==> config.mk <==
export PLATFORM = sky130hd
export DESIGN_NAME = cbpf_datapath
export DESIGN_NICKNAME = d
export VERILOG_FILES = /design/src/rtl/cbpf_pkg.sv /design/src/rtl/cbpf_datapath.sv
export SDC_FILE = /design/constraint.sdc
export NUM_CORES = 2
export LEC_CHECK = 0
export ABC_AREA = 1
export BUFFER_PORTS_ARGS = -buffer_cell sky130_fd_sc_hd__buf_4
export CAP_MARGIN = 0
export CORE_AREA = 2 2 707 357
export DETAILED_ROUTE_END_ITERATION = 16
export DIE_AREA = 0 0 709 359
export HOLD_SLACK_MARGIN = 0.02
export PLACE_DENSITY = 0.55
export SKIP_LAST_GASP = 1
export SLEW_MARGIN = 25
export SYNTH_ARGS = -nofsm -noshare
export SYNTH_HDL_FRONTEND = slang
export SYNTH_SLANG_ARGS = --single-unit
==> constraint.sdc <==
create_clock -name clock -period 11.64 [get_ports clock]
set_input_delay 2.328 -clock clock [delete_from_list [all_inputs] [get_ports clock]]
set_output_delay 2.328 -clock clock [all_outputs]
set_load 0.02 [all_outputs]
==> src/rtl/cbpf_pkg.sv <==
// shared types and constants for the cubic bezier path flattener
// command and status structs that join controller and datapath
// no dependencies
`timescale 1ns / 1ps
`default_nettype none

package cbpf_pkg;

   localparam int CW         = 24;
   localparam int STEP_W     = 8;
   localparam int KIND_W     = 3;
   localparam int PK_W       = 2;
   localparam int MUL_W      = CW + 2;
   localparam logic [STEP_W-1:0] STEP_RESET = 8'd5;

   typedef enum logic [KIND_W-1:0] {
      KIND_MOVE  = 3'd0,
      KIND_LINE  = 3'd1,
      KIND_CURVE = 3'd2,
      KIND_CLOSE = 3'd3,
      KIND_CLEAR = 3'd4
   } kind_type;

   typedef enum logic [PK_W-1:0] {
      PK_MOVE   = 2'd0,
      PK_VERTEX = 2'd1,
      PK_CLOSE  = 2'd2
   } point_kind_type;

   typedef enum logic [1:0] {
      SEL_END   = 2'd0,
      SEL_CTRL1 = 2'd1,
      SEL_START = 2'd2,
      SEL_POINT = 2'd3
   } out_sel_type;

   typedef enum logic [2:0] {
      MUL_DX = 3'd0,
      MUL_DY = 3'd1,
      MUL_T0 = 3'd2,
      MUL_T1 = 3'd3,
      MUL_T2 = 3'd4,
      MUL_T3 = 3'd5
   } mul_sel_type;

   typedef enum logic [1:0] {
      ACC_HOLD = 2'd0,
      ACC_LOAD = 2'd1,
      ACC_ADD  = 2'd2
   } acc_op_type;

   typedef struct packed {
      logic           in_load;
      logic           out_load;
      out_sel_type    out_sel;
      point_kind_type out_kind;
      logic           out_last;
      logic           pen_load;
      logic           start_load;
      logic           p0_load;
      mul_sel_type    mul_sel;
      acc_op_type     acc_op;
      logic           n_init;
      logic           n_inc;
      logic           i_init;
      logic           i_inc;
      logic           coef1;
      logic           coef2;
      logic           div_init;
      logic           div_step;
      logic           q_load;
      logic           axis;
   } cmd_type;

   typedef struct packed {
      logic d2_zero;
      logic search_done;
      logic i_eq_n;
      logic div_last;
   } status_type;

endpackage

`default_nettype wire

==> src/rtl/cbpf_datapath.sv <==
// datapath: coordinate registers, shared multiplier, accumulator,
// segment search, bezier coefficients and a restoring divider
// depends on cbpf_pkg
`timescale 1ns / 1ps
`default_nettype none

module cbpf_datapath #(
   parameter int MAX_SEGMENTS = 63,
   parameter int FRAC_BITS    = 8
) (
   input  wire logic                              clock,
   input  wire logic                              reset,
   input  wire cbpf_pkg::cmd_type                 cmd,
   output cbpf_pkg::status_type                   status,
   input  wire logic                              csr_write,
   input  wire logic [cbpf_pkg::STEP_W-1:0]       csr_data,
   input  wire logic signed [cbpf_pkg::CW-1:0]    in_c1x,
   input  wire logic signed [cbpf_pkg::CW-1:0]    in_c1y,
   input  wire logic signed [cbpf_pkg::CW-1:0]    in_c2x,
   input  wire logic signed [cbpf_pkg::CW-1:0]    in_c2y,
   input  wire logic signed [cbpf_pkg::CW-1:0]    in_ex,
   input  wire logic signed [cbpf_pkg::CW-1:0]    in_ey,
   output logic signed [cbpf_pkg::CW-1:0]         out_x,
   output logic signed [cbpf_pkg::CW-1:0]         out_y,
   output logic [cbpf_pkg::PK_W-1:0]              out_kind,
   output logic                                   out_last
);

   localparam int CW   = cbpf_pkg::CW;
   localparam int NW   = $clog2(MAX_SEGMENTS + 1);
   localparam int SNW  = cbpf_pkg::STEP_W + NW;
   localparam int CFW  = 3 * NW + 2;
   localparam int DW   = 3 * NW;
   localparam int MA   = cbpf_pkg::MUL_W;
   localparam int PW   = 2 * MA;
   localparam int ACCW = PW + 1;
   localparam int QB   = CW + 1;
   localparam int CNTW = $clog2(QB + 1);
   localparam int CMPW = 2 * SNW + 2 * FRAC_BITS + ACCW;

   logic [cbpf_pkg::STEP_W-1:0] step_ff;
   logic signed [CW-1:0] p1x_ff, p1y_ff, p2x_ff, p2y_ff, p3x_ff, p3y_ff;
   logic signed [CW-1:0] pen_x_ff, pen_y_ff, start_x_ff, start_y_ff;
   logic signed [CW-1:0] p0x_ff, p0y_ff, qx_ff, qy_ff;
   logic signed [CW:0]   dx_ff, dy_ff;
   logic signed [PW-1:0] prod_ff;
   logic signed [ACCW-1:0] acc_ff;
   logic [NW-1:0]   n_ff, i_ff;
   logic [SNW-1:0]  sn_ff;
   logic [2*NW-1:0] mm_ff, ii_ff, nn_ff;
   logic [CFW-1:0]  c0_ff, c1_ff, c2_ff, c3_ff;
   logic [DW-1:0]   den_ff;
   logic [DW:0]     rem_ff;
   logic [QB-1:0]   sh_ff;
   logic [CNTW-1:0] cnt_ff;
   logic            neg_ff;
   logic signed [CW-1:0] out_x_ff, out_y_ff;
   logic [cbpf_pkg::PK_W-1:0] out_kind_ff;
   logic out_last_ff;

   logic signed [CW-1:0] sel_x, sel_y;
   logic signed [MA-1:0] mul_a, mul_b;
   logic [NW-1:0]   m;
   logic [CFW-1:0]  mmi, iim;
   logic [2*SNW-1:0] sq;
   logic [CMPW-1:0] lhs, rhs;
   logic signed [ACCW-1:0] absn;
   logic [ACCW:0]   dvd;
   logic [DW:0]     divisor;
   logic [DW+1:0]   trial;
   logic            ge;
   logic [QB-1:0]   qres;

   always_comb begin
      case (cmd.out_sel)
         cbpf_pkg::SEL_END: begin
            sel_x = p3x_ff;
            sel_y = p3y_ff;
         end
         cbpf_pkg::SEL_CTRL1: begin
            sel_x = p1x_ff;
            sel_y = p1y_ff;
         end
         cbpf_pkg::SEL_START: begin
            sel_x = start_x_ff;
            sel_y = start_y_ff;
         end
         default: begin
            sel_x = qx_ff;
            sel_y = qy_ff;
         end
      endcase
   end

   always_comb begin
      case (cmd.mul_sel)
         cbpf_pkg::MUL_DX: begin
            mul_a = MA'(dx_ff);
            mul_b = MA'(dx_ff);
         end
         cbpf_pkg::MUL_DY: begin
            mul_a = MA'(dy_ff);
            mul_b = MA'(dy_ff);
         end
         cbpf_pkg::MUL_T0: begin
            mul_a = $signed(MA'(c0_ff));
            mul_b = MA'(cmd.axis ? p0y_ff : p0x_ff);
         end
         cbpf_pkg::MUL_T1: begin
            mul_a = $signed(MA'(c1_ff));
            mul_b = MA'(cmd.axis ? p1y_ff : p1x_ff);
         end
         cbpf_pkg::MUL_T2: begin
            mul_a = $signed(MA'(c2_ff));
            mul_b = MA'(cmd.axis ? p2y_ff : p2x_ff);
         end
         default: begin
            mul_a = $signed(MA'(c3_ff));
            mul_b = MA'(cmd.axis ? p3y_ff : p3x_ff);
         end
      endcase
   end

   assign m   = n_ff - i_ff;
   assign mmi = CFW'(mm_ff) * CFW'(i_ff);
   assign iim = CFW'(ii_ff) * CFW'(m);
   assign sq  = sn_ff * sn_ff;
   assign lhs = CMPW'(sq) << (2 * FRAC_BITS);
   assign rhs = CMPW'(acc_ff[ACCW-2:0]);

   assign absn    = acc_ff[ACCW-1] ? -acc_ff : acc_ff;
   assign dvd     = {absn, 1'b0} + (ACCW+1)'(den_ff);
   assign divisor = {den_ff, 1'b0};
   assign trial   = {rem_ff, sh_ff[QB-1]};
   assign ge      = trial >= {1'b0, divisor};
   assign qres    = neg_ff ? (~sh_ff + QB'(1)) : sh_ff;

   assign status.d2_zero     = (acc_ff == '0);
   assign status.search_done = (lhs >= rhs) || (n_ff >= NW'(MAX_SEGMENTS));
   assign status.i_eq_n      = (i_ff == n_ff);
   assign status.div_last    = (cnt_ff == CNTW'(1));

   always_ff @(posedge clock) begin
      if (reset) begin
         step_ff    <= cbpf_pkg::STEP_RESET;
         pen_x_ff   <= '0;
         pen_y_ff   <= '0;
         start_x_ff <= '0;
         start_y_ff <= '0;
      end else begin
         if (csr_write) begin
            step_ff <= csr_data;
         end
         if (cmd.pen_load) begin
            pen_x_ff <= sel_x;
            pen_y_ff <= sel_y;
         end
         if (cmd.start_load) begin
            start_x_ff <= sel_x;
            start_y_ff <= sel_y;
         end
      end
   end

   always_ff @(posedge clock) begin
      if (cmd.in_load) begin
         p1x_ff <= in_c1x;
         p1y_ff <= in_c1y;
         p2x_ff <= in_c2x;
         p2y_ff <= in_c2y;
         p3x_ff <= in_ex;
         p3y_ff <= in_ey;
      end
      if (cmd.p0_load) begin
         p0x_ff <= pen_x_ff;
         p0y_ff <= pen_y_ff;
         dx_ff  <= {p3x_ff[CW-1], p3x_ff} - {pen_x_ff[CW-1], pen_x_ff};
         dy_ff  <= {p3y_ff[CW-1], p3y_ff} - {pen_y_ff[CW-1], pen_y_ff};
      end
      prod_ff <= mul_a * mul_b;
      case (cmd.acc_op)
         cbpf_pkg::ACC_LOAD: acc_ff <= ACCW'(prod_ff);
         cbpf_pkg::ACC_ADD:  acc_ff <= acc_ff + ACCW'(prod_ff);
         default:            acc_ff <= acc_ff;
      endcase
      if (cmd.n_init) begin
         n_ff  <= NW'(1);
         sn_ff <= SNW'(step_ff);
      end else if (cmd.n_inc) begin
         n_ff  <= n_ff + NW'(1);
         sn_ff <= sn_ff + SNW'(step_ff);
      end
      if (cmd.i_init) begin
         i_ff <= NW'(1);
      end else if (cmd.i_inc) begin
         i_ff <= i_ff + NW'(1);
      end
      if (cmd.coef1) begin
         mm_ff <= (2*NW)'(m) * (2*NW)'(m);
         ii_ff <= (2*NW)'(i_ff) * (2*NW)'(i_ff);
         nn_ff <= (2*NW)'(n_ff) * (2*NW)'(n_ff);
      end
      if (cmd.coef2) begin
         c0_ff  <= CFW'(mm_ff) * CFW'(m);
         c1_ff  <= (mmi << 1) + mmi;
         c2_ff  <= (iim << 1) + iim;
         c3_ff  <= CFW'(ii_ff) * CFW'(i_ff);
         den_ff <= DW'(nn_ff) * DW'(n_ff);
      end
      if (cmd.div_init) begin
         rem_ff <= dvd[QB +: DW+1];
         sh_ff  <= dvd[QB-1:0];
         neg_ff <= acc_ff[ACCW-1];
         cnt_ff <= CNTW'(QB);
      end else if (cmd.div_step) begin
         rem_ff <= ge ? (DW+1)'(trial - {1'b0, divisor}) : trial[DW:0];
         sh_ff  <= {sh_ff[QB-2:0], ge};
         cnt_ff <= cnt_ff - CNTW'(1);
      end
      if (cmd.q_load) begin
         if (cmd.axis) begin
            qy_ff <= qres[CW-1:0];
         end else begin
            qx_ff <= qres[CW-1:0];
         end
      end
      if (cmd.out_load) begin
         out_x_ff    <= sel_x;
         out_y_ff    <= sel_y;
         out_kind_ff <= cmd.out_kind;
         out_last_ff <= cmd.out_last;
      end
   end

   assign out_x    = out_x_ff;
   assign out_y    = out_y_ff;
   assign out_kind = out_kind_ff;
   assign out_last = out_last_ff;

endmodule

`default_nettype wire

[Word level (Yosys, flattened, before mapping)]
Index checks and enable logic that the tools add are counted.
Word-level totals
  register bits after elaboration: 756
  input bits: 180
  output and inout port bits: 55
Cells by class
  $add $sub $neg: 14
  multiply operators: 10
  magnitude comparators: 3
  eq/ne operators: 10
  multiplexer cells: 18
  bitwise gates (word level): 2
  reduce and logical (&&, ||, !) cells: 9
Operator list (number)
  $pmux 26 s5: 2
  $pmux 24 s3: 2
  $pmux 53 s2: 1
  $mux 26: 4
  $mul 12x6->18: 5
  $mux 19: 3
  $add 53x52->53: 1
  $logic_not 53->1: 1
  $ge 44x52->1: 1
  $mul 26x26->52: 1
  $mux 25: 2
  $sub 24x24->25: 2
  $add 44x18->44: 1
  $mux 43: 1
  $neg 43->43: 1
  $add 19x18->20: 2
  $mul 6x6->12: 3
  $mul 14x14->28: 1
  $add 24x1->24 const B: 1
  $mux 24: 1
  $not 24->24: 1
  $ge 20x19->1: 1
  $sub 19x19->19: 1
  $mux 8: 2
  other kinds (18): 25

[Longest topological paths before layout]
  depth in word-level cells: 4
  gate-level depth with buffers: 39

[Worst setup path before layout]
Ideal clock, no wire load.
  kind: input-to-reg
  start point: input cmd[13] (netlist bit)
  end point: register prod_ff[46]
  arrival: 9.082 ns
  required time: 11.513 ns
  setup slack: 2.431 ns
  stages: 29
  cell sequence: inv_1 -> nor3_2 -> inv_2 -> buf_2 -> o221ai_1 -> o22ai_1 -> inv_1 -> buf_2 -> nand2_1 -> fa_1 -> inv_1 -> fa_1 -> inv_1 -> fa_1 -> inv_1 -> fa_1 -> fa_1 -> fa_1 -> inv_1 -> fa_1 -> inv_1 -> ha_1 -> a21oi_1 -> inv_1 -> a21oi_1 -> o21ai_0 -> a221oi_1 -> o221ai_1 -> xor2_1
On the way
  cells in the longest elaborated chain, start to end: 3
  elaborated cells between the ends (all ways): 8
RTL lines
  start, declared: RTL line cbpf_datapath.sv:13  | input wire cbpf_pkg::cmd_type cmd,
  $eq 3x3->1 (tied with other cells): RTL line cbpf_datapath.sv:96  | case (cmd.mul_sel)
  $pmux 26 s5: RTL line cbpf_datapath.sv:96
  $mul 26x26->52 *: RTL line cbpf_datapath.sv:180  | prod_ff <= mul_a * mul_b;
  end signal, assigned: RTL line cbpf_datapath.sv:180
  end, declared: RTL line cbpf_datapath.sv:46  | logic signed [PW-1:0] prod_ff;
Every way passes the cells marked *; elsewhere a longest branch is shown, timed or not.
A chain may end at the register's enable or synchronous reset.

[Worst setup path in the final report]
  start point: input cmd[13] (netlist bit)
  end point: register prod_ff[44]
The elaborated chain is that of the path after synthesis.

==> results.md <==
- Status: completed
- Fmax: slightly below 0.09 GHz
- Die W: 709 um
- Worst-Margin Slew: 1.22 ns
- Ys async rst share: 0%
- TritonCTS Buffers: ~80
- Share of the synthesized area in the top cell type: 25.4%
- Core Footprint: 249000 um2
- Vias in the first global route: around 66000
- I/O Buffers: roughly 230
- Hold Path Class: reg -> reg
- Slew margin rel.: 18.4%
- CTS tree: done
- First-pass GRT wire length: 473000 um
- GRT Max-Usage Layer: met1
- Max Cap Viol: 0
- Max incr delay on CP: 0.88 ns
- Grt total ovfl: 0
- CP endpoint kind: register
- Critical Path AT: between 10 and 15 ns
- Synth area leaders: fa_1 25%, edfxtp_1 21%, ha_1 9.6%, nand2_1 9.3%, inv_1 8.8%
- Cell taking the most area after synthesis: fa_1
- Unrepaired setup endpoints after global routing: false
- Met2 Track Usage GR: between 20% and 30%
- Vias/cell: 5.16
- CP max FO: 21
- Worst Skew: 0.0933 ns
- Mapped Cells: 9556
- CP Class: in -> reg
- Share of cells above drive strength 1: approximately 7.4%
- Largest net degree at the start of global routing: 97
- Grt met1 use: 42.1%
- Distinct cells, synth: 70
- Cells resized by post-CTS repair: 0
- FP Rows: 130
- # Post-CTS Setup Buffers: 0
- Total GRT Usage: 25.6%
- Count leader, synth: nand2_1
- Hold Buf Count CTS: 0
- Synthesis Warnings: 0
- Seq/Total Area, Yosys: 25.5%
- Synth top cells by count: 2020 x nand2_1, 1913 x inv_1, 1037 x fa_1, 726 x nor2_1, 626 x ha_1
- Clock latency on the worst-skew pair: 0.73 ns
- Hpwl dp: 276000 um
- Die area: approximately 250000 um2
- Die Height: 359 um
- Seq cells post-synth: 753
- Clock root buffer: clkbuf_16
- Critical Path RT: ~12 ns
- DRC: 0
- WL final: roughly 330000 um
- Synth Cell Area: 81600 um2
- DR pass1 iterations: 8
- Ports: 235
- Final Cell Area: 91400 um2
- Endpoints failing setup: 0
- Hold Fails Final Rpt: 0
- Number of flops mapped to enable cells by yosys: 574
- Clock sinks: 753
- Starting density of the core: 32.8%
- Synth Flop Type: edfxtp_1
- Final net count: 11700
- Routed Antenna Nets: 0
- Final Critical Period: 11.23 ns
- 1st-iter DRT viols: 8577
- Setup crit start kind: input port
- Slew Limit Fails: 0
- Average wire per standard cell: 24.8 um
- Grt met3 use: 13.2%
- Via count: between 60000 and 70000
- Clock-pin slew on the worst setup and hold paths: 0.07 ns
- Final TNS setup: 0 ns
- Gpl congestion: between 1 and 1.5
- Area delta synth->final: 12.0%
- Worst path slowest cell: a21oi_1
- Crit share post-route: 96.5%
- Most used cell, CP: fa_1
- Initial antenna violation count: 26
- Post-DP Area: 88500 um2
- Clk buf depth: 3
- Synthesized area per cell: 8.54 um2
- Maximum level of the CTS H-tree: 3
==> stage by stage <==
step | setup WS (ns) | hold slack (ns) | cells | util [%]
final | 0.413 | 0.461 | 13300 | 36.7
after global routing | 0.0160 | 0.481 | 13300 | 36.7
after CTS | 0.510 | 0.457 | 13300 | 36.7
after detailed placement | 0.259 | 0.439 | 13100 | 35.6
after global placement | -0.172 | 0.442 | 13100 | 35.5
after floorplan | 2.43 | 0.425 | 9570 | -
==> cell families after synthesis <==
group / synth area share, %
adders and majority gates: 35.0
and+or+nand+nor: 15.5
other: 0.00920
AOI/OAI and AO/OA: 9.46
DFF: 25.5
muxes: 0.135
xor gates and xnor gates: 3.90
buffers and inverters: 10.4
==> sequential cells by signal, indices dropped and copies added (netlist names), 25 cells and up <==
signal   count
dy_ff       25
sh_ff       25
dx_ff       25
prod_ff     52
acc_ff      53
==> worst paths after layout <==
path,from,endpoint,slack (ns),cells past startpoint
setup / recovery,cmd[13],prod_ff[44]$_DFF_P_,0.41,36
hold reg to reg,pen_x_ff[9]$_SDFFE_PP0P_,p0x_ff[9]$_DFFE_PP_,0.46,0
setup reg to reg,n_ff[0]$_SDFFE_PP1P_,c2_ff[18]$_DFFE_PP_,1.68,34
hold / removal,pen_x_ff[9]$_SDFFE_PP0P_,p0x_ff[9]$_DFFE_PP_,0.46,0
==> critical path: cells and delay by family <==
family | cells | cell delay (ns)
compound gates | 7 | 2.65
simple gates | 8 | 1.06
buf+inv | 12 | 1.61
xor+xnor | 1 | 0.18
fa+ha+maj | 8 | 3.88
==> layout make-up <==
type / count / area, um2
clock buffer: 99 / 2160
tap: 3366 / 4210
multi-input combinational: 6586 / 52500
clock inverter: 50 / 676
antenna: 9 / 22.5
fill: 25600 / 158000
timing repair buffer: 492 / 3770
inverter: 1945 / 7300
sequential: 753 / 20800
==> per-layer routing <==
layer,part of all wire [%],routed length (um)
met1,50,165000
met2,32,105000
met5,0.030,99
met3,17,54600
met4,1.5,4800
==> cells in the final DEF, fill, tap and decap left out, types with 13 or more instances in the layout <==
master / count
nand2_1: 2018
inv_1: 1910
fa_1: 1037
nor2_1: 721
ha_1: 626
edfxtp_1: 574
a21oi_1: 546
buf_4: 484
o21ai_0: 476
nand3_1: 252
xor2_1: 231
dfxtp_1: 176
xnor2_1: 127
clkbuf_16: 82
a31oi_1: 53
nor3_1: 51
nand4_1: 49
o21a_1: 36
o21bai_1: 28
o211ai_1: 25
a21o_1: 21
a22o_1: 20
inv_2: 20
or2_2: 20
clkinv_1: 20
nor4_1: 20
a21boi_0: 20
o21ai_1: 17
conb_1: 16
a22oi_1: 15
clkinv_2: 15
nor2_2: 13
clkbuf_1: 13
Power is not shown: default switching activity piles up to over one toggle a cycle in this logic, so the estimate is an artifact.
