$ cat src/rtl/cbpf_pkg.sv
// shared types and constants for the cubic bezier path flattener
// command and status structs that join controller and datapath
// no dependencies
`timescale 1ns / 1ps
`default_nettype none

package cbpf_pkg;

   localparam int CW         = 24;
   localparam int STEP_W     = 8;
   localparam int KIND_W     = 3;
   localparam int PK_W       = 2;
   localparam int MUL_W      = CW + 2;
   localparam logic [STEP_W-1:0] STEP_RESET = 8'd5;

   typedef enum logic [KIND_W-1:0] {
      KIND_MOVE  = 3'd0,
      KIND_LINE  = 3'd1,
      KIND_CURVE = 3'd2,
      KIND_CLOSE = 3'd3,
      KIND_CLEAR = 3'd4
   } kind_type;

   typedef enum logic [PK_W-1:0] {
      PK_MOVE   = 2'd0,
      PK_VERTEX = 2'd1,
      PK_CLOSE  = 2'd2
   } point_kind_type;

   typedef enum logic [1:0] {
      SEL_END   = 2'd0,
      SEL_CTRL1 = 2'd1,
      SEL_START = 2'd2,
      SEL_POINT = 2'd3
   } out_sel_type;

   typedef enum logic [2:0] {
      MUL_DX = 3'd0,
      MUL_DY = 3'd1,
      MUL_T0 = 3'd2,
      MUL_T1 = 3'd3,
      MUL_T2 = 3'd4,
      MUL_T3 = 3'd5
   } mul_sel_type;

   typedef enum logic [1:0] {
      ACC_HOLD = 2'd0,
      ACC_LOAD = 2'd1,
      ACC_ADD  = 2'd2
   } acc_op_type;

   typedef struct packed {
      logic           in_load;
      logic           out_load;
      out_sel_type    out_sel;
      point_kind_type out_kind;
      logic           out_last;
      logic           pen_load;
      logic           start_load;
      logic           p0_load;
      mul_sel_type    mul_sel;
      acc_op_type     acc_op;
      logic           n_init;
      logic           n_inc;
      logic           i_init;
      logic           i_inc;
      logic           coef1;
      logic           coef2;
      logic           div_init;
      logic           div_step;
      logic           q_load;
      logic           axis;
   } cmd_type;

   typedef struct packed {
      logic d2_zero;
      logic search_done;
      logic i_eq_n;
      logic div_last;
   } status_type;

endpackage

`default_nettype wire

$ cat src/rtl/cbpf_ctrl.sv
// controller: command dispatch, path flags and curve sequencing
// drives the datapath through cbpf_pkg::cmd_type
// depends on cbpf_pkg
`timescale 1ns / 1ps
`default_nettype none

module cbpf_ctrl (
   input  wire logic                          clock,
   input  wire logic                          reset,
   input  wire logic                          req_valid,
   input  wire logic [cbpf_pkg::KIND_W-1:0]   req_kind,
   output logic                               req_ready,
   output logic                               rsp_valid,
   input  wire logic                          rsp_ready,
   input  wire cbpf_pkg::status_type          status,
   output cbpf_pkg::cmd_type                  cmd
);

   typedef enum logic [4:0] {
      ST_IDLE, ST_DISPATCH, ST_EMIT, ST_CLOSE2, ST_CRV_P0, ST_CRV_SQX, ST_CRV_SQY,
      ST_CRV_SUM, ST_CRV_CHK, ST_SEARCH, ST_PT_C1, ST_PT_C2, ST_PT_M0, ST_PT_M1,
      ST_PT_M2, ST_PT_M3, ST_PT_MA, ST_DIV_INIT, ST_DIV_RUN, ST_DIV_END, ST_PT_EMIT
   } state_type;

   state_type state_ff, state_in, ret_ff, ret_in;
   cbpf_pkg::kind_type kind_ff, kind_in;
   logic nonempty_ff, nonempty_in, pend_ff, pend_in, axis_ff, axis_in;
   logic rsp_valid_ff, rsp_valid_in;
   logic [1:0] sub_ff, sub_in, sub_sat;

   assign sub_sat = sub_ff[1] ? sub_ff : sub_ff + 2'd1;

   always_comb begin
      state_in     = state_ff;
      ret_in       = ret_ff;
      kind_in      = kind_ff;
      nonempty_in  = nonempty_ff;
      pend_in      = pend_ff;
      axis_in      = axis_ff;
      sub_in       = sub_ff;
      rsp_valid_in = rsp_valid_ff;
      cmd          = '0;
      cmd.out_sel  = cbpf_pkg::SEL_END;
      cmd.out_kind = cbpf_pkg::PK_MOVE;
      cmd.mul_sel  = cbpf_pkg::MUL_DX;
      cmd.acc_op   = cbpf_pkg::ACC_HOLD;
      cmd.axis     = axis_ff;
      case (state_ff)
         ST_IDLE: begin
            if (req_valid) begin
               cmd.in_load = 1'b1;
               kind_in     = cbpf_pkg::kind_type'(req_kind);
               state_in    = ST_DISPATCH;
            end
         end
         ST_DISPATCH: begin
            state_in = ST_IDLE;
            case (kind_ff)
               cbpf_pkg::KIND_MOVE, cbpf_pkg::KIND_LINE: begin
                  cmd.out_load = 1'b1;
                  cmd.out_last = 1'b1;
                  cmd.pen_load = 1'b1;
                  rsp_valid_in = 1'b1;
                  ret_in       = ST_IDLE;
                  state_in     = ST_EMIT;
                  if (kind_ff == cbpf_pkg::KIND_LINE && nonempty_ff) begin
                     cmd.out_kind = cbpf_pkg::PK_VERTEX;
                     sub_in       = sub_sat;
                  end else begin
                     cmd.start_load = 1'b1;
                     nonempty_in    = 1'b1;
                     sub_in         = 2'd1;
                  end
               end
               cbpf_pkg::KIND_CURVE: begin
                  state_in = ST_CRV_P0;
                  pend_in  = !nonempty_ff;
                  if (!nonempty_ff) begin
                     cmd.out_sel    = cbpf_pkg::SEL_CTRL1;
                     cmd.pen_load   = 1'b1;
                     cmd.start_load = 1'b1;
                     nonempty_in    = 1'b1;
                     sub_in         = 2'd1;
                  end
               end
               cbpf_pkg::KIND_CLOSE: begin
                  if (sub_ff[1]) begin
                     cmd.out_load = 1'b1;
                     cmd.out_sel  = cbpf_pkg::SEL_START;
                     cmd.out_kind = cbpf_pkg::PK_CLOSE;
                     rsp_valid_in = 1'b1;
                     ret_in       = ST_CLOSE2;
                     state_in     = ST_EMIT;
                  end
               end
               cbpf_pkg::KIND_CLEAR: begin
                  nonempty_in = 1'b0;
                  sub_in      = 2'd0;
               end
               default: begin
                  state_in = ST_IDLE;
               end
            endcase
         end
         ST_EMIT: begin
            if (rsp_ready) begin
               rsp_valid_in = 1'b0;
               state_in     = ret_ff;
            end
         end
         ST_CLOSE2: begin
            cmd.out_load = 1'b1;
            cmd.out_sel  = cbpf_pkg::SEL_START;
            cmd.out_last = 1'b1;
            cmd.pen_load = 1'b1;
            rsp_valid_in = 1'b1;
            ret_in       = ST_IDLE;
            state_in     = ST_EMIT;
         end
         ST_CRV_P0: begin
            cmd.p0_load = 1'b1;
            state_in    = ST_CRV_SQX;
         end
         ST_CRV_SQX: begin
            cmd.mul_sel = cbpf_pkg::MUL_DX;
            state_in    = ST_CRV_SQY;
         end
         ST_CRV_SQY: begin
            cmd.mul_sel = cbpf_pkg::MUL_DY;
            cmd.acc_op  = cbpf_pkg::ACC_LOAD;
            state_in    = ST_CRV_SUM;
         end
         ST_CRV_SUM: begin
            cmd.acc_op = cbpf_pkg::ACC_ADD;
            cmd.n_init = 1'b1;
            state_in   = ST_CRV_CHK;
         end
         ST_CRV_CHK: begin
            if (pend_ff) begin
               cmd.out_load = 1'b1;
               cmd.out_sel  = cbpf_pkg::SEL_CTRL1;
               cmd.out_last = status.d2_zero;
               rsp_valid_in = 1'b1;
               ret_in       = status.d2_zero ? ST_IDLE : ST_SEARCH;
               state_in     = ST_EMIT;
            end else begin
               state_in = status.d2_zero ? ST_IDLE : ST_SEARCH;
            end
         end
         ST_SEARCH: begin
            if (status.search_done) begin
               cmd.i_init = 1'b1;
               state_in   = ST_PT_C1;
            end else begin
               cmd.n_inc = 1'b1;
            end
         end
         ST_PT_C1: begin
            cmd.coef1 = 1'b1;
            state_in  = ST_PT_C2;
         end
         ST_PT_C2: begin
            cmd.coef2 = 1'b1;
            axis_in   = 1'b0;
            state_in  = ST_PT_M0;
         end
         ST_PT_M0: begin
            cmd.mul_sel = cbpf_pkg::MUL_T0;
            state_in    = ST_PT_M1;
         end
         ST_PT_M1: begin
            cmd.mul_sel = cbpf_pkg::MUL_T1;
            cmd.acc_op  = cbpf_pkg::ACC_LOAD;
            state_in    = ST_PT_M2;
         end
         ST_PT_M2: begin
            cmd.mul_sel = cbpf_pkg::MUL_T2;
            cmd.acc_op  = cbpf_pkg::ACC_ADD;
            state_in    = ST_PT_M3;
         end
         ST_PT_M3: begin
            cmd.mul_sel = cbpf_pkg::MUL_T3;
            cmd.acc_op  = cbpf_pkg::ACC_ADD;
            state_in    = ST_PT_MA;
         end
         ST_PT_MA: begin
            cmd.acc_op = cbpf_pkg::ACC_ADD;
            state_in   = ST_DIV_INIT;
         end
         ST_DIV_INIT: begin
            cmd.div_init = 1'b1;
            state_in     = ST_DIV_RUN;
         end
         ST_DIV_RUN: begin
            cmd.div_step = 1'b1;
            if (status.div_last) begin
               state_in = ST_DIV_END;
            end
         end
         ST_DIV_END: begin
            cmd.q_load = 1'b1;
            if (axis_ff) begin
               state_in = ST_PT_EMIT;
            end else begin
               axis_in  = 1'b1;
               state_in = ST_PT_M0;
            end
         end
         ST_PT_EMIT: begin
            cmd.out_load = 1'b1;
            cmd.out_sel  = cbpf_pkg::SEL_POINT;
            cmd.out_kind = cbpf_pkg::PK_VERTEX;
            cmd.out_last = status.i_eq_n;
            cmd.pen_load = 1'b1;
            cmd.i_inc    = 1'b1;
            sub_in       = sub_sat;
            rsp_valid_in = 1'b1;
            ret_in       = status.i_eq_n ? ST_IDLE : ST_PT_C1;
            state_in     = ST_EMIT;
         end
         default: begin
            state_in = ST_IDLE;
         end
      endcase
   end

   always_ff @(posedge clock) begin
      if (reset) begin
         state_ff     <= ST_IDLE;
         ret_ff       <= ST_IDLE;
         kind_ff      <= cbpf_pkg::KIND_MOVE;
         nonempty_ff  <= 1'b0;
         pend_ff      <= 1'b0;
         axis_ff      <= 1'b0;
         sub_ff       <= 2'd0;
         rsp_valid_ff <= 1'b0;
      end else begin
         state_ff     <= state_in;
         ret_ff       <= ret_in;
         kind_ff      <= kind_in;
         nonempty_ff  <= nonempty_in;
         pend_ff      <= pend_in;
         axis_ff      <= axis_in;
         sub_ff       <= sub_in;
         rsp_valid_ff <= rsp_valid_in;
      end
   end

   assign req_ready = (state_ff == ST_IDLE);
   assign rsp_valid = rsp_valid_ff;

endmodule

`default_nettype wire

$ cat config.mk
export PLATFORM = sky130hd
export DESIGN_NAME = cbpf_ctrl
export DESIGN_NICKNAME = d
export VERILOG_FILES = /design/src/rtl/cbpf_pkg.sv /design/src/rtl/cbpf_ctrl.sv
export SDC_FILE = /design/constraint.sdc
export NUM_CORES = 1
export LEC_CHECK = 0
export ABC_AREA = 1
export BUFFER_PORTS_ARGS = -buffer_cell sky130_fd_sc_hd__buf_2
export CAP_MARGIN = 30
export CORE_ASPECT_RATIO = 1.25
export CORE_MARGIN = 2
export CORE_UTILIZATION = 57
export DETAILED_ROUTE_END_ITERATION = 8
export GPL_TIMING_DRIVEN = 0
export HOLD_SLACK_MARGIN = 0.02
export PLACE_DENSITY = 0.95
export SYNTH_ARGS = -nofsm -noshare
export SYNTH_HDL_FRONTEND = slang
export SYNTH_SLANG_ARGS = --single-unit
$ cat constraint.sdc
create_clock -name clock -period 2.85 [get_ports clock]
set_input_delay 0.285 -clock clock [delete_from_list [all_inputs] [get_ports clock]]
set_output_delay 0.285 -clock clock [all_outputs]
set_load 0.01 [all_outputs]
# --- After elaboration in Yosys (flattened, before gate mapping) ---
# Cells that the tools add are included.
totals:
  wordCells: 123
  out_inout_bits: 27
  register_bits: 19
  in_bits: 11
classes:
  n_reduce_logical: 20
  n_addsub: 1
  n_mux: 60
  eq_ne: 34
op_table:
  columns: ["operator", "count"]
  rows:
  - ["$pmux 5 s20", 1]
  - ["$eq 5x4->1 const B", 8]
  - ["$mux 5", 8]
  - ["$eq 5x5->1 const B", 5]
  - ["$pmux 2 s2", 6]
  - ["$mux 1", 22]
  - ["$eq 5x3->1 const B", 4]
  - ["$pmux 5 s4", 1]
  - ["$pmux 3 s5", 1]
  - ["$mux 2", 6]
  - ["$mux 4", 3]
  - ["$ne 2x2->1 const B", 6]
  - ["$pmux 3 s4", 1]
  - ["$eq 5x2->1 const B", 2]
  - ["$pmux 5 s2", 1]
  - ["$pmux 3 s3", 1]
  - ["$pmux 1 s2", 4]
  - ["$pmux 1 s4", 2]
  - ["$reduce_and 4->1", 2]
  - ["$reduce_bool 4->1", 2]
  - ["$eq 3x2->1 const B", 2]
  - ["$ne 3x3->1 const B", 2]
  - ["$pmux 2 s3", 1]
  - ["$reduce_and 3->1", 2]
  - ["18 further kinds", 22]

# --- Longest topological paths before layout ---
# Gate-level depths: netlist (run 1).
depth:
  depth_word: 5
  depth_mapped: 11
  depth_no_buf: 11

# --- Least setup slack after synthesis (run 1) ---
# Ideal clock, no wire load.
synth_timing:
  kind: "register to output"
  start: "register state_ff[0]"
  end: "output cmd[18] in the netlist's numbering"
  t_required_ns: 2.565
  slack_ns: 1.430
  stages_incl_launch_ff: 6
  n_path_buf: 0
  t_arrival_ns: 1.135
  path_cell_list: "dfxtp_1 nor2_4 nand2_4 nor2_8 nand2_2 o221ai_1"
synth_lines:
  columns: ["element", "line_no", "rtl"]
  rows:
  - ["start, declared", "cbpf_ctrl.sv:25", "state_type state_ff, state_in, ret_ff, ret_in;"]
  - ["start signal, assigned", "cbpf_ctrl.sv:238", "state_ff <= state_in;"]
  - ["end, declared", "cbpf_ctrl.sv:16", "output cbpf_pkg::cmd_type cmd"]

==> impl_metrics.py, run 1 <==
metrics = {
    "die": {
        "die_h_um": 60.90,
        "fp.dieW_um": 49.52,
        "ioPinCount": 38,
        "design.core.area_sq_um": 2452,
        "full_die_area_sq_um": 3016,
        "placementRows": 20,
        "effective_utilization_at_floorplan_pct": 60.20,
    },
    "power_and_ir_drop": {
        "clock_power_share_pct": 15.0,
        "switching_fraction_pct": 45.47,
        "power.density_cell_area_nw_per_um2": 520.0,
        "total_leakage_power_uw": 0.001027,
        "irDropWorstVdd_uv": 418.0,
        "comb_power_share_pct": 48.9,
        "p_int_uw": 488.8,
        "seqPwrFrac_pct": 36.1,
        "switchingPower_uw": 407.7,
    },
    "drt": {
        "drt-total-wl_um": 3591,
        "first_iter_violations": 63,
        "dr.pass1.iters": 4,
        "number_of_remaining_drc_errors": 0,
        "drt-wirelength-per-cell_um": 11.77,
        "dr_total_vias": 1579,
        "antenna_violation_net_count_after_detailed_routing": 0,
        "avgViaCountPerCell": 5.177,
    },
    "worst_setup_path": {
        "setup.worst_path.class": "reg -> out",
        "setup.worst_path.start_class": "register",
        "delay_of_the_slowest_cell_on_the_worst_path_ps": 550,
        "critical_path.cell_chain": "inv_2, nand2_4, nor2_4, nand2_4, nor2_1, a21oi_1, o221ai_1, buf_2",
        "crit_path_end_kind": "primary output",
        "slowest_stage": "sky130_fd_sc_hd__dfxtp_1",
        "depth_of_the_worst_register_to_register_path": 9,
        "worst-endpoint-arrival_ps": 1710,
        "worst_ep_required_time_ps": 2570,
        "timing.critical_path.mode_cell": "sky130_fd_sc_hd__nand2_4",
        "critical_path.max_fanout": 8,
    },
    "sta": {
        "fin_crit_sh_pct": 70.04,
        "skew_ps": 7.082,
        "grt_setup_unrepaired": "false",
        "transition_time_at_the_pin_with_the_least_slew_margin_ps": 486.2,
        "relative_slew_slack_pct": 67.59,
        "timing.final.setup_violations": 0,
        "hold_viol": 0,
        "finalWorstPathRequiredPeriod_ps": 1996,
        "fmaxAchievable_ghz": 0.5010,
        "slew_violations": 0,
        "finalSetupTns_ps": 0,
    },
    "logic_synthesis": {
        "synth_area_leaders": "sky130_fd_sc_hd__dfxtp_1, sky130_fd_sc_hd__nand2_1, sky130_fd_sc_hd__inv_1",
        "synthCells": 232,
        "synth-seq-area-share_pct": 23.05,
        "synth-warning-count": 0,
        "async_flop_share_pct": 0,
        "post_synthesis_average_cell_area_sq_um": 6.364,
        "synth_edf_count": 0,
        "yosysUniqueCellTypes": 30,
        "synthDominantCellAreaShare_pct": 23.05,
        "synth.most_common_cell": "sky130_fd_sc_hd__nand2_1",
        "syn_nets": 244,
        "yosys.area.top_type": "sky130_fd_sc_hd__dfxtp_1",
        "syn-cell-area_sq_um": 1476,
        "register_bit_count_reported_by_yosys": 17,
        "synth.top_cells.by_count": "sky130_fd_sc_hd__nand2_1, sky130_fd_sc_hd__inv_1, sky130_fd_sc_hd__nor2_1",
        "postSynth.topFlopCell": "sky130_fd_sc_hd__dfxtp_1",
    },
    "cts": {
        "path_clk_slew_ps": 110,
        "clockBufferDepth": 2,
        "clock_sinks": 17,
        "hold_fix_buffers_cts": 0,
        "worst_skew_pair.late_latency_ps": 290,
        "cts_root_buffer": "sky130_fd_sc_hd__clkbuf_4",
        "post_cts.resized_instances": 0,
        "post-cts-setup-buffer-count": 0,
        "cts_tree": "yes",
        "h_tree_levels": 1,
        "cts-buffers-inserted": 3,
    },
    "run": {
        "cap_viol_max_count": 0,
    },
    "grt": {
        "grt_max_degree": 11,
        "grt_antenna_before_repair": 0,
        "via_count_of_the_first_global_routing_pass": 1424,
        "grt_pass1_wl_um": 6189,
        "grtUsageTotal_pct": 26.27,
        "overflow": 0,
    },
    "final_layout": {
        "fillCellCount": 250,
        "n_antenna_cell": 0,
        "count_of_placed_standard_cells_in_the_final_layout_fillers_left_out": 305,
        "drive_above_1_share_pct": 30.88,
        "nNetsFinal": 285,
        "area_growth_synth_to_finish_pct": 16.78,
    },
    "place": {
        "routabilityCongestion": 0.9362,
        "dpl.hpwl_um": 3012,
        "place_inst": 301,
        "placement.io_buffers": 36,
    },
    "worst_hold_path": {
        "worst_hold_path_type": "in -> reg",
        "timing.hold.worst_path_depth": 3,
    },
    "status": {
        "outcome": "complete, no violations",
    },
}
## cell families (layout without fill, tap and decap cells)
family	after synthesis	in the layout	synth area share (%)
AND/OR/NAND/NOR	135	135	49.74
flip-flops	17	17	23.05
buffers and inverters	45	85	12.20
adder cells (fa/ha/maj)	1	1	0.8473
AO/OA/AOI/OAI	34	34	14.15
## worst max-delay path: cells and delay by family (launching register included)
family	cells	cell delay, ps
AOI/OAI and AO/OA	2	270
and+or+nand+nor	4	340
buffers and inverters	2	260
DFF	1	550
## registers in the layout, summed over array words and instances (netlist names)
name and flops:
axis_ff 1, kind_ff 3, nonempty_ff 1, pend_ff 1, ret_ff 3, rsp_valid 1
state_ff 5, sub_ff 2
## cell type report
cell class	count	area, sq um	share of cell area, %
multi-input combinational	170	955.9	55.44
tap	33	41.29	2.395
timing repair buffer	36	180.2	10.45
buffer	4	26.28	1.524
clock buffer	4	26.28	1.524
inverter	41	153.9	8.926
sequential	17	340.3	19.74
## worst paths after layout
check	startpoint	end	slack [ps]
worst max-delay path	state_ff[1]	cmd[18]	850
worst min register to register	rsp_valid	rsp_valid	490
worst max register to register	state_ff[0]	state_ff[3]	1250
worst min-delay path	req_kind[0]	kind_ff[0]	280
## layer usage
layer  vias to the layer above  track usage (%)  routed length (um)
met3                         6            2.463                 187
met2                        59            47.81                1824
met1                       693            32.58                1514
met4                         0            9.524                  65
li1                        821                -                   -
met5                         -                0                   0
## power groups by stage
| stage | registers, uW | clock network, uW | logic [uW] |
|---|---|---|---|
| after CTS | 323 | 134 | 440 |
| after global routing | 331 | 148 | 494 |
| final | 324 | 134 | 439 |
| after detailed placement | 329 | 0 | 438 |
| after global placement | 325 | 0 | 427 |
| after floorplan | 322 | 0 | 333 |
## per-stage QoR
stage / hold slack, ps / setup WS (ps) / util, % / power, uW / area, sq um
finish: 276.5 / 854.0 / 70.31 / 896.5 / 1724
global route: 302.7 / 751.5 / 70.31 / 973.0 / 1724
CTS: 284.6 / 863.0 / 70.31 / 896.9 / 1724
detailed placement: 470.7 / 1205 / 69.23 / 766.2 / 1698
global placement: 453.1 / 1225 / 69.23 / 752.8 / 1698
floorplan: 471.8 / 1430 / - / 655.0 / 1476
## cell usage in the layout (no fill, tap or decap)
master / count
sky130_fd_sc_hd__nand2_2: 8
sky130_fd_sc_hd__o221ai_1: 1
sky130_fd_sc_hd__nand3b_1: 1
sky130_fd_sc_hd__o21ai_0: 11
sky130_fd_sc_hd__nand3_2: 2
sky130_fd_sc_hd__nand3_4: 2
sky130_fd_sc_hd__nand3_1: 18
sky130_fd_sc_hd__o211a_1: 3
sky130_fd_sc_hd__dfxtp_1: 17
sky130_fd_sc_hd__nand2_1: 52
sky130_fd_sc_hd__nor2_1: 29
sky130_fd_sc_hd__buf_1: 1
sky130_fd_sc_hd__nand4_1: 2
sky130_fd_sc_hd__buf_4: 3
sky130_fd_sc_hd__a41oi_1: 1
sky130_fd_sc_hd__o21ai_2: 2
sky130_fd_sc_hd__a21oi_1: 11
sky130_fd_sc_hd__clkbuf_4: 3
sky130_fd_sc_hd__buf_2: 36
sky130_fd_sc_hd__inv_2: 9
sky130_fd_sc_hd__o21a_1: 1
sky130_fd_sc_hd__clkinv_1: 1
sky130_fd_sc_hd__nor3_1: 3
sky130_fd_sc_hd__clkbuf_1: 1
sky130_fd_sc_hd__nor2_2: 4
sky130_fd_sc_hd__inv_1: 31
sky130_fd_sc_hd__nor2_8: 2
sky130_fd_sc_hd__nor2_4: 6
sky130_fd_sc_hd__o211ai_1: 1
sky130_fd_sc_hd__nand2_4: 6
sky130_fd_sc_hd__o21ai_1: 2
sky130_fd_sc_hd__a21oi_2: 1
sky130_fd_sc_hd__ha_1: 1
No activity file was read; power rests on OpenSTA's default activity.
==> run 2, diff against run 1 <==
Settings changed: ABC_AREA 1 to 0, CORE_UTILIZATION 57 to 52, PLACE_DENSITY 0.95 to 0.91.
Clock period 2.85 ns to 1.9 ns, I/O delays scaled along.
==> run 2 against run 1 <==
Critical path type unchanged. Largest cell class unchanged. The run now ends with setup timing left. Design area is 11% higher. Sequential share of layout area is 1.5 points lower. Non-clock buffer count is 30 higher. Clock power is 54% higher. Sequential power is 35% higher.
==> impl_metrics.py, run 2 <==
metrics = {
    "logic_synthesis": {
        "post_synthesis_average_cell_area_sq_um": 7.149,
        "synthCells": 192,
        "synth_edf_count": 0,
        "register_bit_count_reported_by_yosys": 17,
        "synth_area_leaders": "sky130_fd_sc_hd__dfxtp_1, sky130_fd_sc_hd__nor2_1, sky130_fd_sc_hd__a21oi_1",
        "synth-seq-area-share_pct": 24.79,
        "synthDominantCellAreaShare_pct": 24.79,
        "syn-cell-area_sq_um": 1373,
        "yosys.area.top_type": "sky130_fd_sc_hd__dfxtp_1",
        "synth-warning-count": 0,
        "yosysUniqueCellTypes": 53,
        "async_flop_share_pct": 0,
        "postSynth.topFlopCell": "sky130_fd_sc_hd__dfxtp_1",
        "syn_nets": 204,
        "synth.most_common_cell": "sky130_fd_sc_hd__nor2_1",
        "synth.top_cells.by_count": "sky130_fd_sc_hd__nor2_1, sky130_fd_sc_hd__nand2_1, sky130_fd_sc_hd__dfxtp_1",
    },
    "cts": {
        "cts_tree": "yes",
        "clock_sinks": 17,
        "worst_skew_pair.late_latency_ps": 310,
        "clockBufferDepth": 2,
        "h_tree_levels": 1,
        "path_clk_slew_ps": 100,
        "cts_root_buffer": "sky130_fd_sc_hd__clkbuf_4",
        "hold_fix_buffers_cts": 0,
        "cts-buffers-inserted": 3,
    },
    "final_layout": {
        "area_growth_synth_to_finish_pct": 39.93,
        "largest_reg_flops": 5,
        "mostFrequentLayoutCell": "sky130_fd_sc_hd__buf_2",
        "utilization_pct": 77.53,
        "n_antenna_cell": 0,
        "fillCellCount": 175,
        "stdcell_area_sq_um": 1921,
        "reg_top3": "state_ff x5, kind_ff x3, ret_ff x3",
        "top_register": "state_ff",
        "drive_above_1_share_pct": 44.00,
        "nNetsFinal": 263,
        "multi_input_area_sq_um": 1010,
        "count_of_placed_standard_cells_in_the_final_layout_fillers_left_out": 283,
        "final_cell_mix": "sky130_fd_sc_hd__buf_2, sky130_fd_sc_hd__nor2_1, sky130_fd_sc_hd__buf_4, sky130_fd_sc_hd__nand2_1",
        "layout.area.seq_sq_um": 350.3,
    },
    "status": {
        "outcome": "complete, but fails checks",
        "violations": "setup timing",
    },
    "worst_setup_path": {
        "setup.worst_path.start_class": "register",
        "critical_path.max_fanout": 10,
        "worst-endpoint-arrival_ps": 1850,
        "worst_ep_required_time_ps": 1710,
        "crit_path_end_kind": "primary output",
        "setup.worst_path.class": "reg -> out",
    },
    "drt": {
        "first_iter_violations": 134,
        "drt-total-wl_um": 4823,
        "antenna_violation_net_count_after_detailed_routing": 0,
        "dr_total_vias": 1707,
        "dr.pass1.iters": 6,
        "number_of_remaining_drc_errors": 0,
        "avgViaCountPerCell": 6.032,
        "drt-wirelength-per-cell_um": 17.04,
    },
    "sta": {
        "relative_slew_slack_pct": 67.15,
        "fin_crit_sh_pct": 107.3,
        "fmaxAchievable_ghz": 0.4904,
        "skew_ps": 10.49,
        "finalWorstPathRequiredPeriod_ps": 2039,
        "transition_time_at_the_pin_with_the_least_slew_margin_ps": 492.8,
        "slew_violations": 0,
        "grt_setup_unrepaired": "true",
        "post-route-worst-setup-slack_ps": -139.2,
        "timing.final.setup_violations": 9,
        "hold_viol": 0,
    },
    "die": {
        "fp.dieW_um": 49.95,
        "design.core.area_sq_um": 2477,
        "die_h_um": 61.44,
        "placementRows": 20,
        "effective_utilization_at_floorplan_pct": 55.40,
        "full_die_area_sq_um": 3069,
        "ioPinCount": 38,
    },
    "run": {
        "cap_viol_max_count": 0,
    },
    "place": {
        "place_inst": 262,
        "place_worst_setup_slack_ps": -9.047,
        "placement.io_buffers": 37,
        "dpl.hpwl_um": 2828,
        "dpl_cell_area_sq_um": 1599,
        "routabilityCongestion": 0.9357,
    },
    "power_and_ir_drop": {
        "irDropWorstVdd_uv": 490.5,
        "total_leakage_power_uw": 0.0008432,
        "power.density_cell_area_nw_per_um2": 689.8,
        "totalPowerFinal_uw": 1325,
    },
    "grt": {
        "grtUsageTotal_pct": 28.01,
        "grt_max_degree": 11,
        "grt_pass1_wl_um": 6561,
        "grt_antenna_before_repair": 0,
        "via_count_of_the_first_global_routing_pass": 1405,
        "overflow": 0,
    },
    "worst_hold_path": {
        "worst_hold_path_type": "in -> reg",
    },
}
[run 2: power breakdown]
group | switching [uW] | total (uW) | internal (uW)
combinational | 380 | 682 | 301
sequential | 33.2 | 436 | 403
clock | 128 | 207 | 78.8
total | 542 | 1320 | 783
[run 2: worst paths after layout]
check,cells after the start,startpoint,slack [ps],endpoint
max,7,state_ff[2],-140,cmd[18]
min,3,req_kind[1],120,kind_ff[1]
max reg2reg,7,state_ff[4],-10,state_ff[1]
min reg2reg,2,sub_ff[0],460,sub_ff[0]
[run 2: kinds of logic after synthesis]
logic type,count (synthesis),share of synthesized area (%)
simple gates,88,34.73
compound gates,54,26.98
buf+inv,28,9.662
flops,17,24.80
mux,4,2.917
fa+ha+maj,1,0.9114
[run 2: layout make-up]
cell class                      count  area share (%)
Buffer                             15           5.928
Clock buffer                        3           1.173
Clock inverter                      1          0.2606
Inverter                           12           2.345
Multi-Input combinational cell    147           52.57
Sequential cell                    17           18.24
Tap cell                           33           2.150
Timing Repair Buffer               55           17.33
[run 2: timing repair]
item                                   in CTS  in global routing
setup endpoints to repair                   7                 11
endpoints found under the hold margin       0                  0
setup buffers                               1                 17
gates resized for setup                    23                 23
pin swaps                                   3                  9
[run 2: metrics by stage]
stage | TNS [ps] | hold slack (ps)
after floorplan | 0 | 258.9
after global placement | 0 | 417.5
after detailed placement | -9.047 | 427.1
after CTS | -239.7 | 120.4
after global routing | -1222 | 121.9
final | -436.9 | 115.2
[run 2: per-layer routing]
layer | routed length (um) | track usage [%]
met2 | 2495 | 51.81
met5 | 0 | 0
met1 | 1817 | 32.74
met4 | 143 | 13.89
met3 | 367 | 2.670
[run 2: critical path, stage by stage (launching register included)]
cell and delay [ps]:
sky130_fd_sc_hd__dfxtp_2 360, sky130_fd_sc_hd__buf_6 150, sky130_fd_sc_hd__nor3_4 250, sky130_fd_sc_hd__and2_4 240, sky130_fd_sc_hd__a21oi_2 70, sky130_fd_sc_hd__nor3_2 240
sky130_fd_sc_hd__or2_4 150, sky130_fd_sc_hd__buf_6 90
==> run 3, diff against run 2 <==
Settings changed: REMOVE_ABC_BUFFERS set to 1, SLEW_MARGIN set to 20.
==> run 3 against run 2 <==
The run still ends with setup timing left. Fmax grew 2.1%. Non-clock buffer count is 6 lower. Clock-buffer cell count up 1.
==> impl_metrics.py, run 3 (synthesis results as in run 2) <==
metrics = {
    "status": {
        "outcome": "complete, but fails checks",
        "violations": "setup timing",
    },
    "worst_setup_path": {
        "slowest_stage": "sky130_fd_sc_hd__dfxtp_4",
        "critPathTopFamily": "simple AND/OR/NAND/NOR gates",
        "worst_ep_required_time_ps": 1710,
        "delay_of_the_slowest_cell_on_the_worst_path_ps": 390,
        "critical_path.max_fanout": 6,
        "setup.worst_path.class": "reg -> out",
        "depth_of_the_worst_register_to_register_path": 7,
        "critical_path.cell_chain": "buf_4, nand4bb_1, a21o_1, nor2_1, or2_4, buf_6",
        "crit_path_end_kind": "primary output",
        "timing.critical_path.buf_inv": 2,
        "setup.worst_path.start_class": "register",
        "worst-endpoint-arrival_ps": 1810,
        "critical_path_depth": 6,
    },
    "die": {
        "die_h_um": 61.44,
        "ioPinCount": 38,
        "full_die_area_sq_um": 3069,
        "design.core.area_sq_um": 2477,
        "effective_utilization_at_floorplan_pct": 55.40,
        "fp.dieW_um": 49.95,
        "placementRows": 20,
    },
    "final_layout": {
        "drive_above_1_share_pct": 43.03,
        "area_growth_synth_to_finish_pct": 35.19,
        "reg_top3": "state_ff x5, kind_ff x3, ret_ff x3",
        "top_register": "state_ff",
        "n_antenna_cell": 0,
        "stdcell_area_sq_um": 1856,
        "largest_reg_flops": 5,
        "nNetsFinal": 257,
        "final_cell_mix": "sky130_fd_sc_hd__buf_2, sky130_fd_sc_hd__nor2_1, sky130_fd_sc_hd__buf_4, sky130_fd_sc_hd__nand2_1, sky130_fd_sc_hd__a21oi_1",
        "mostFrequentLayoutCell": "sky130_fd_sc_hd__buf_2",
        "count_of_placed_standard_cells_in_the_final_layout_fillers_left_out": 277,
    },
    "power_and_ir_drop": {
        "p_int_uw": 765.3,
        "switchingPower_uw": 520.7,
        "total_leakage_power_uw": 0.0008169,
        "totalPowerFinal_uw": 1286,
        "clock_power_share_pct": 15.8,
        "irDropWorstVdd_uv": 601.3,
        "seqPwrFrac_pct": 36.8,
        "comb_power_share_pct": 47.3,
        "power.density_cell_area_nw_per_um2": 693.0,
        "switching_fraction_pct": 40.49,
    },
    "place": {
        "place_inst": 246,
        "placement.io_buffers": 37,
        "place_worst_setup_slack_ps": -256.8,
        "dpl.hpwl_um": 2475,
        "dpl_cell_area_sq_um": 1511,
        "routabilityCongestion": 0.8529,
    },
    "sta": {
        "final.hold.worst_slack_ps": 109.5,
        "grt_setup_unrepaired": "true",
        "fin_crit_sh_pct": 105.1,
        "relative_slew_slack_pct": 68.85,
        "fmaxAchievable_ghz": 0.5008,
        "timing.final.setup_violations": 3,
        "slew_violations": 0,
        "hold_viol": 0,
        "transition_time_at_the_pin_with_the_least_slew_margin_ps": 465.8,
        "post-route-worst-setup-slack_ps": -96.68,
        "skew_ps": 1.871,
        "finalWorstPathRequiredPeriod_ps": 1997,
    },
    "cts": {
        "cts-buffers-inserted": 3,
        "h_tree_levels": 1,
        "clock_sinks": 17,
        "path_clk_slew_ps": 100,
        "worst_skew_pair.late_latency_ps": 310,
        "clockBufferDepth": 2,
        "cts_tree": "yes",
        "cts_root_buffer": "sky130_fd_sc_hd__clkbuf_4",
    },
    "grt": {
        "grtUsageTotal_pct": 28.33,
        "grt_max_degree": 17,
        "grt_pass1_wl_um": 6603,
        "grt_antenna_before_repair": 0,
        "overflow": 0,
        "via_count_of_the_first_global_routing_pass": 1473,
    },
    "drt": {
        "first_iter_violations": 54,
        "met2WireLength_um": 2358,
        "topRoutingLayerUsed": "met4",
        "drt-total-wl_um": 4626,
        "met3RoutedLength_um": 383,
        "dr_total_vias": 1708,
        "number_of_remaining_drc_errors": 0,
        "drt-wirelength-per-cell_um": 16.70,
        "avgViaCountPerCell": 6.166,
        "antenna_violation_net_count_after_detailed_routing": 0,
        "dr.pass1.iters": 5,
        "met1Wirelength_um": 1661,
    },
    "run": {
        "cap_viol_max_count": 0,
    },
    "worst_hold_path": {
        "timing.hold.worst_path_depth": 3,
        "worst_hold_path_type": "in -> reg",
    },
}
## run 3: cell types whose count changed in the layout (fill, tap and decap cells not counted), sizes merged
cell	before	now
clkinv	1	0
buf	65	63
clkbuf	8	5
## run 3: worst paths after layout
| path | start | end | slack [ps] |
|---|---|---|---|
| setup / recovery | state_ff[0] | cmd[18] | -100 |
| hold / removal | req_kind[0] | kind_ff[0] | 110 |
| setup reg to reg | state_ff[4] | state_ff[3] | 30 |
| hold reg to reg | sub_ff[0] | sub_ff[0] | 460 |
## run 3: power groups by stage
stage | sequential [uW] | combinational, uW | clock, uW
after floorplan | 478 | 314 | 0
final | 474 | 608 | 204
after detailed placement | 494 | 427 | 0
after global routing | 477 | 653 | 218
after global placement | 492 | 417 | 0
after CTS | 467 | 523 | 199
## run 3: area by class of cell
cell class,instances,area (sq um)
multi-input combinational,147,991.0
fill,190,621.8
timing repair buffer,64,389.1
sequential,17,362.8
inverter,12,45.04
tap,33,41.29
clock buffer,4,26.28
## run 3: worst reg2reg max path, stage by stage, from the launching register on
cell,delay [ps]
sky130_fd_sc_hd__dfxtp_4,380
sky130_fd_sc_hd__buf_2,180
sky130_fd_sc_hd__buf_2,200
sky130_fd_sc_hd__nor3b_1,160
sky130_fd_sc_hd__o21ai_0,350
sky130_fd_sc_hd__o31ai_1,160
sky130_fd_sc_hd__a211oi_1,270
sky130_fd_sc_hd__nor2_1,60
## run 3: repair_timing
action	4_1_cts	5_1_grt
pin swaps	4	9
buffers inserted	18	9
gates resized for setup	25	12
hold buffers	0	0
setup endpoints to repair	30	9
## run 3: through the flow
step           util (%)  TNS [ps]
2_1_floorplan         -         0
3_5_place_dp      61.01    -992.2
4_1_cts           70.35    -35.82
3_3_place_gp      61.01    -805.6
6_report          74.90    -162.9
5_1_grt           74.90    -496.8
## run 3: routing by layer
layer	up-vias	GRT usage [%]
met4	0	17.06
li1	785	-
met2	114	53.14
met3	32	2.184
met5	-	0
met1	777	31.74
